**src/rtl/stp_pkg.sv**
```systemverilog
`default_nettype none
package stp_pkg;

    localparam int ANGLE_FRACTION_BITS = 13;
    localparam int CORDIC_STAGES = 16;
    localparam int SQRT_STEPS = 15;
    localparam int PIPE_STAGES = (CORDIC_STAGES > SQRT_STEPS) ? CORDIC_STAGES : SQRT_STEPS;
    localparam int IDX_W = $clog2(PIPE_STAGES);
    localparam int CW = 27;
    localparam int ZW = 40;
    localparam int SQW = 24;
    localparam int RW = 31;
    localparam int AXIS_SPAN = 128;

    localparam logic signed [ZW-1:0] PI_Q32 = 40'sd13493037705;
    localparam logic signed [ZW-1:0] HALF_PI_Q32 = 40'sd6746518852;
    localparam logic signed [ZW-1:0] QUARTER_PI_Q32 = 40'sd3373259426;
    localparam logic [14:0] DRIVE_MAX = 15'd25600;
    localparam logic [15:0] MAG_LIMIT = 16'd10000;

    typedef logic signed [ZW-1:0] atan_tab_t [PIPE_STAGES];
    typedef logic [SQW-1:0] sq_tab_t [AXIS_SPAN+1];

    typedef struct packed {
        logic signed [CW-1:0] cx;
        logic signed [CW-1:0] cy;
        logic signed [ZW-1:0] z;
        logic [RW-1:0] sq_val;
        logic [RW-1:0] sq_res;
        logic x_zero;
        logic y_zero;
        logic y_pos;
        logic x_neg;
        logic mag_big;
    } stp_data_t;

    // restoring long division, used only while building tables
    function automatic longint unsigned div_u64(longint unsigned num, longint unsigned den);
        longint unsigned quo;
        longint unsigned rem;
        quo = 0;
        rem = 0;
        for (int b = 63; b >= 0; b--)
        begin
            rem = (rem << 1) | ((num >> b) & 64'd1);
            if (rem >= den)
            begin
                rem = rem - den;
                quo = quo | (64'd1 << b);
            end
        end
        return quo;
    endfunction

    // atan(2^-i) in Q32, Taylor series in Q62 rounded half up
    function automatic atan_tab_t build_atan_tab();
        atan_tab_t tab;
        longint sum;
        longint term;
        int e;
        for (int i = 0; i < PIPE_STAGES; i++)
        begin
            sum = 0;
            if (i >= CORDIC_STAGES)
            begin
                tab[i] = '0;
            end
            else if (i == 0)
            begin
                tab[i] = QUARTER_PI_Q32;
            end
            else
            begin
                for (int k = 0; k < 32; k++)
                begin
                    e = i * (2 * k + 1);
                    if (e <= 62)
                    begin
                        term = longint'(div_u64(64'd1 << (62 - e), longint'(2 * k + 1)));
                        sum = ((k & 1) == 1) ? sum - term : sum + term;
                    end
                end
                tab[i] = ZW'((sum + (longint'(1) << 29)) >>> 30);
            end
        end
        return tab;
    endfunction

    // isqrt((20000 - v*v) << 32)
    function automatic sq_tab_t build_sq_tab();
        sq_tab_t tab;
        longint unsigned val;
        longint unsigned res;
        longint unsigned bitv;
        for (int v = 0; v <= AXIS_SPAN; v++)
        begin
            val = longint'(20000 - v * v) << 32;
            res = 0;
            for (int j = 0; j < 32; j++)
            begin
                bitv = 64'd1 << (62 - 2 * j);
                if (val >= res + bitv)
                begin
                    val = val - (res + bitv);
                    res = (res >> 1) + bitv;
                end
                else
                begin
                    res = res >> 1;
                end
            end
            tab[v] = SQW'(res);
        end
        return tab;
    endfunction

    localparam atan_tab_t ATAN_TAB = build_atan_tab();
    localparam sq_tab_t SQ_TAB = build_sq_tab();

endpackage
`default_nettype wire

```
**src/rtl/stp_post.sv**
```systemverilog
`default_nettype none
module stp_post (
    input  wire logic                    clk,
    input  wire logic                    rst_n,
    input  wire logic                    en,
    input  wire logic                    in_valid,
    input  wire stp_pkg::stp_data_t      in_data,
    output logic                         valid_reg,
    output logic signed [15:0]           heading_reg,
    output logic [14:0]                  drive_level_reg
);

    localparam int SH = 32 - stp_pkg::ANGLE_FRACTION_BITS;

    logic signed [stp_pkg::ZW-1:0] a;
    logic signed [stp_pkg::ZW-1:0] h;
    logic signed [stp_pkg::ZW-1:0] hr;
    logic signed [15:0] heading_next;
    logic [14:0] drive_level_next;

    always_comb
    begin
        a = in_data.y_zero ? '0 : in_data.z;
        if (in_data.x_zero && in_data.y_zero)
            h = '0;
        else if (in_data.x_zero)
            h = in_data.y_pos ? stp_pkg::HALF_PI_Q32 : -stp_pkg::HALF_PI_Q32;
        else if (!in_data.x_neg)
            h = a;
        else if (in_data.y_pos)
            h = stp_pkg::PI_Q32 - a;
        else
            h = -stp_pkg::PI_Q32 - a;
        hr = (h + (stp_pkg::ZW'(1) <<< (SH - 1))) >>> SH;
        heading_next = hr[15:0];
        drive_level_next = in_data.mag_big ? stp_pkg::DRIVE_MAX : in_data.sq_res[14:0];
    end

    always_ff @(posedge clk or negedge rst_n)
    begin
        if (!rst_n)
            valid_reg <= 1'b0;
        else if (en)
            valid_reg <= in_valid;
    end

    always_ff @(posedge clk)
    begin
        if (en && in_valid)
        begin
            heading_reg <= heading_next;
            drive_level_reg <= drive_level_next;
        end
    end

endmodule
`default_nettype wire
```
**config.mk**
```make
export PLATFORM = sky130hd
export DESIGN_NAME = stp_post
export DESIGN_NICKNAME = d
export VERILOG_FILES = /design/src/rtl/stp_pkg.sv /design/src/rtl/stp_post.sv
export SDC_FILE = /design/constraint.sdc
export NUM_CORES = 1
export LEC_CHECK = 0
export BUFFER_PORTS_ARGS = -buffer_cell sky130_fd_sc_hd__buf_2
export CAP_MARGIN = 20
export CORE_UTILIZATION = 40
export CTS_BUF_LIST = sky130_fd_sc_hd__clkbuf_16
export DETAILED_ROUTE_END_ITERATION = 12
export PLACE_DENSITY = 0.8
export SLEW_MARGIN = 20
export SYNTH_ARGS = -nofsm -noshare
export SYNTH_HDL_FRONTEND = slang
export SYNTH_SLANG_ARGS = --single-unit
```
**constraint.sdc**
```tcl
create_clock -name clk -period 0.8 [get_ports clk]
set_input_delay 0.04 -clock clk [delete_from_list [all_inputs] [get_ports clk]]
set_output_delay 0.04 -clock clk [all_outputs]
set_load 0.05 [all_outputs]
```
* Yosys cells after proc, flatten, opt, wreduce, memory -nomap -nowiden
Index checks and enable logic that the tools add are counted.
** Word-level totals
- Logic and storage cells :: 14
- Register bits :: 32
- Input port bits :: 165
** Cells by class
- Reductions and logical operators :: 2
- Add/subtract/negate cells :: 3
- Multiplexer cells :: 6
** Operators by type and width (number)
- 2-to-1 mux 35 bit :: 6
- subtractor 35 bit, first input constant :: 2
- adder 35 x 20 -> 35 bit, second input constant :: 1
- logical AND 1 bit :: 2

* Depth between registers and ports, before layout
- Depth after elaboration :: 7
- Gate-level depth with buffers :: 15
- Depth with buffers taken out :: 13

* Worst setup path after synthesis
Ideal clock, no wire load.
- Path type :: input-to-reg
- From :: input port in_data[3] (netlist name)
- To :: register heading_reg[15] (data pin)
- Slack :: -2.440 ns
- Stages on the path :: 14
- Setup time :: 0.261 ns
- Arrival time :: 2.979 ns
- Buffers on the path :: 1
- Cells stage by stage :: buf_2 or3_1 nor4_1 o31ai_1 a211oi_1 xor2_1 nor2_1 a21oi_1 ha_1 nand2_1 a211o_1 or4_4 nor4_4 xnor2_1
** Between the ends
- Word-level cells in the longest chain between the ends :: 7
- Elaborated cells between the ends (all ways) :: 9
- Classes of those cells :: add/sub (3); mux (5); reduce/logical (1)
** Ends and longest elaborated chain
- start: declaration :: line stp_post.sv:7 : input wire stp_pkg::stp_data_t in_data,
- 2-to-1 mux 35 bit :: line stp_post.sv:23 : a = in_data.y_zero ? '0 : in_data.z;
- subtractor 35 bit, on equally long branches :: line stp_post.sv:33, stp_post.sv:31
- 2-to-1 mux 35 bit :: line stp_post.sv:30 : else if (in_data.y_pos)
- 2-to-1 mux 35 bit :: line stp_post.sv:28 : else if (!in_data.x_neg)
- 2-to-1 mux 35 bit :: line stp_post.sv:26 : else if (in_data.x_zero)
- 2-to-1 mux 35 bit * :: line stp_post.sv:24 : if (in_data.x_zero && in_data.y_zero)
- adder 35 x 20 -> 35 bit * :: line stp_post.sv:34 : hr = (h + (stp_pkg::ZW'(1) <<< (SH - 1))) >>> SH;
- via heading_next[15] :: line stp_post.sv:18 : logic signed [15:0] heading_next;
- end signal: assignment :: line stp_post.sv:51 : heading_reg <= heading_next;
- end: declaration :: line stp_post.sv:9 : output logic signed [15:0] heading_reg,
The timed path passes the listed nets; every way through them passes the cells marked *.
A chain may end at the register's enable or synchronous reset.

* Worst setup path in the final report
- From :: input port in_data[84] (netlist name)
- To :: register heading_reg[15] (data pin)
** Between the ends
- Word-level cells in the longest chain between the ends :: 7
- Elaborated cells between the ends (all ways) :: 8
- Classes of those cells :: add/sub (3); mux (5)
** Ends and longest elaborated chain (line)
- 2-to-1 mux 35 bit * :: stp_post.sv:23
- subtractor 35 bit, on equally long branches :: stp_post.sv:33, stp_post.sv:31
- 2-to-1 mux 35 bit :: stp_post.sv:30
- 2-to-1 mux 35 bit * :: stp_post.sv:28
- 2-to-1 mux 35 bit * :: stp_post.sv:26
- 2-to-1 mux 35 bit * :: stp_post.sv:24
- adder 35 x 20 -> 35 bit * :: stp_post.sv:34
- via heading_next[15] :: stp_post.sv:18
Marked as above.

==> results.md <==
- Number of warnings printed during yosys synthesis: 0
- Fraction of the yosys area taken by sequential cells: between 20% and 30%
- Wire length of the first global-routing pass: 19500 um
- Critical Path Source Type: primary input
- Maximum clock path buffer count: 2
- CP endpoint kind: flip-flop
- Slew headroom: approximately three fifths
- Power density over the cells: between 1000 and 1500 mW/mm^2
- Number of max-cap violations: 0
- Number of input and output port buffers inserted: 89
- Final worst clock skew: 0 ns
- Weighted congestion at the end of routability-driven global placement: 0.957
- Slew at the pin with the worst max-slew slack: slightly above 0.6 ns
- Number of cell rows: 32
- Count of routing violations after the opening detailed-route iteration: between 200 and 300
- Signal arrival time at the worst endpoint: 2.96 ns
- Post-synthesis async set-or-reset flop share: approximately 3.1%
- Count of antenna diodes in the layout: 0
- Cell types with the largest area share after synthesis: edfxtp_1 (29%), nand2_1 (5.4%), nor2_1 (4.9%)
- Clock sink total: 32
- Clock transition at the registers of the reported paths: approximately 0.05 ns
- Antenna Violating Nets Remaining: 0
- Proportion of layout cells with a drive suffix above 1: between 50% and 60%
- Post-synthesis to final-layout area growth: 74.5%
- Worst-Skew Late Latency: ~0.27 ns
- Total count of hold-check failures in the final report: 0
- Total Power Consumption: about 6800 uW
- Top fanout value on the critical path: 5
- I/O pin count: 197
- Status: complete, but fails checks
- Largest net degree at the start of global routing: 23
- Hold Startpoint: in_valid
- Die width: a little over 90 um
- Setup TNS: -31.05 ns
- Detailed-router iteration count before antenna repair: 8
- Final wirelength: 12500 um
- Slack of the critical path: -2.14 ns
- Detail Placement HPWL: about 9100 um
- Pleak: 0.00240 uW
- GR Util All Layers: 29.2%
- Number of enable flip-flop cells after synthesis: 31
- Chip height: between 90 and 100 um
- Full die area: around 0.0084 sq mm
- Data required, critical path: between 0.8 and 0.9 ns
- Initial core utilization: about two fifths
- Mapped Avg Cell Area: about 8 sq um
- Post-layout min period: slightly below 3 ns
- Final Core Density: between 70 and 80%
- Post-route DRC violation count: 0
- Per-cell routed wire length: around 17 um
- Count of distinct cell types in the synthesized netlist: 79
- Initial antenna violation count: 0
- H-tree lvl count: 2
- Ratio of routed vias to standard cells: 5.75
- Area inside the core boundary: roughly 0.008 sq mm
- Setup repair after global routing missed its margin: true
- Hold Slack: around 0.022 ns
- Fraction of the cycle the final worst path needs: 367%
- FMAX: 341 MHz
- Post-Syn Nets: 574
- Violated checks: setup timing
- Post-synth top flop: edfxtp_1
- Cell area after technology mapping: about 0.0032 sq mm
- Final setup violating endpoints: 48
- Synth area leader: edfxtp_1
- Source of the worst register-to-register timing path: valid_reg
- Cells after Synth: around 400
- Number of flip-flops and latches in the synthesized netlist: 32
- Total vias in the final route: about 4.2k
- CP Class: primary input to flip-flop
- Grt total ovfl: 0
- Number of global-route vias before repair: between 4k and 5k
- Start point of the critical path: in_data[84]
- Largest register FFs: 16
- Root buffer cell: clkbuf_16
- Share of Yosys cell area claimed by the top area cell type: roughly 29%
- NumNets Final: ~800
- Worst min path class: primary input to flip-flop
- VDD IR max: 0.741 mV
- TritonCTS clock tree: yes
- Final-report max-slew violation count: 0
- Inserted Clock Buffers: 5
- Post-placement setup slack: -2.49 ns
## cells in the final DEF (no fill, tap or decap), types with 4 or more instances in the layout
master / netlist / routed
a211o_1: 4 / 4
a21oi_1: 18 / 17
a221oi_2: 1 / 4
a311oi_2: 1 / 4
a31oi_1: 4 / 4
and3_1: 4 / 4
buf_2: 6 / 51
buf_4: 1 / 137
buf_6: 0 / 51
clkbuf_16: 0 / 5
edfxtp_1: 31 / 31
inv_1: 14 / 14
nand2_1: 46 / 46
nand3_1: 15 / 13
nand4_1: 7 / 7
nor2_1: 42 / 36
nor2_2: 0 / 4
nor2b_1: 18 / 18
nor3_1: 13 / 11
nor4_1: 9 / 5
o211ai_1: 8 / 8
o21a_1: 6 / 5
o21ai_0: 14 / 10
o21ai_1: 10 / 12
xnor2_1: 9 / 7
xor2_1: 10 / 8
## worst max-delay path, cell delays in order
cell	delay, ns
buf_6	0.09
or4_4	0.54
or4b_4	0.51
nor3_4	0.28
nor4_2	0.11
o211ai_1	0.20
o311a_4	0.23
nand3_2	0.10
or4_4	0.58
nor4_4	0.17
xnor2_1	0.10
## power by group
group	total (uW)	leakage [uW]	internal [uW]	switching, uW
clock network	1770	0.0000648	1110	660
registers	2070	0.000291	2010	61.2
logic	2920	0.00205	1320	1600
total	6760	0.00240	4440	2320
## logic make-up (layout without fill, tap and decap cells)
logic type,Yosys count,count (layout),share of synthesized area (%)
xor+xnor,19,19,5.16
simple gates,193,193,32.0
mux,4,4,1.28
fa+ha+maj,1,1,0.388
buf+inv,41,265,5.12
compound gates,118,118,26.4
flops,32,32,29.6
## what timing repair did
action                                  in CTS  in global routing
resized for setup                           96                 48
pin swaps                                   23                 19
endpoints found under the hold margin        1                  0
hold buffers                                 1                  0
buffers inserted                            11                  9
endpoints found under the setup margin      48                 48
## cell usage after synthesis (all sizes together) (4+ instances only)
| master | count |
|---|---|
| a211o | 4 |
| a211oi | 5 |
| a21boi | 4 |
| a21oi | 19 |
| a221oi | 5 |
| a311oi | 5 |
| a31oi | 4 |
| and2 | 5 |
| and3 | 5 |
| buf | 8 |
| clkbuf | 18 |
| edfxtp | 31 |
| inv | 15 |
| nand2 | 47 |
| nand2b | 4 |
| nand3 | 17 |
| nand4 | 7 |
| nor2 | 42 |
| nor2b | 18 |
| nor3 | 14 |
| nor4 | 10 |
| o211ai | 8 |
| o21a | 6 |
| o21ai | 25 |
| o31ai | 4 |
| or3 | 5 |
| or4 | 4 |
| xnor2 | 9 |
| xor2 | 10 |
## through the flow
step / instance area, sq um / std cells
2_1_floorplan: 3290 / 408
3_3_place_gp: 4800 / 711
3_5_place_dp: 4800 / 711
4_1_cts: 5370 / 727
5_1_grt: 5630 / 734
6_report: 5630 / 734
## per-layer routing
metal  global-route usage [%]  wire (um)  share of wire, %  vias to the layer above
met5                        0          0                 0                        -
met2                     52.2       6220                50                      231
li1                         -          -                 -                     1990
met1                     35.9       5110                41                     1965
met3                     2.40        855               6.8                       38
met4                     12.4        360               2.9                        0
## final timing paths
kind	end	slack [ns]	cells past startpoint
max	heading_reg[15]	-2.14	11
min	valid_reg	0.02	2
max reg2reg	valid_reg	0.03	1
min reg2reg	valid_reg	0.52	1
max in group asynchronous	valid_reg	0.64	2
min in group asynchronous	valid_reg	0.06	2
## area by class of cell
class | count | area [sq um]
Sequential cell | 32 | 957
Fill cell | 587 | 2140
Clock inverter | 2 | 7.51
Timing Repair Buffer | 243 | 1920
Inverter | 15 | 56.3
Multi-Input combinational cell | 335 | 2430
Tap cell | 102 | 128
Clock buffer | 5 | 125
(Power assumes the default switching activity.)
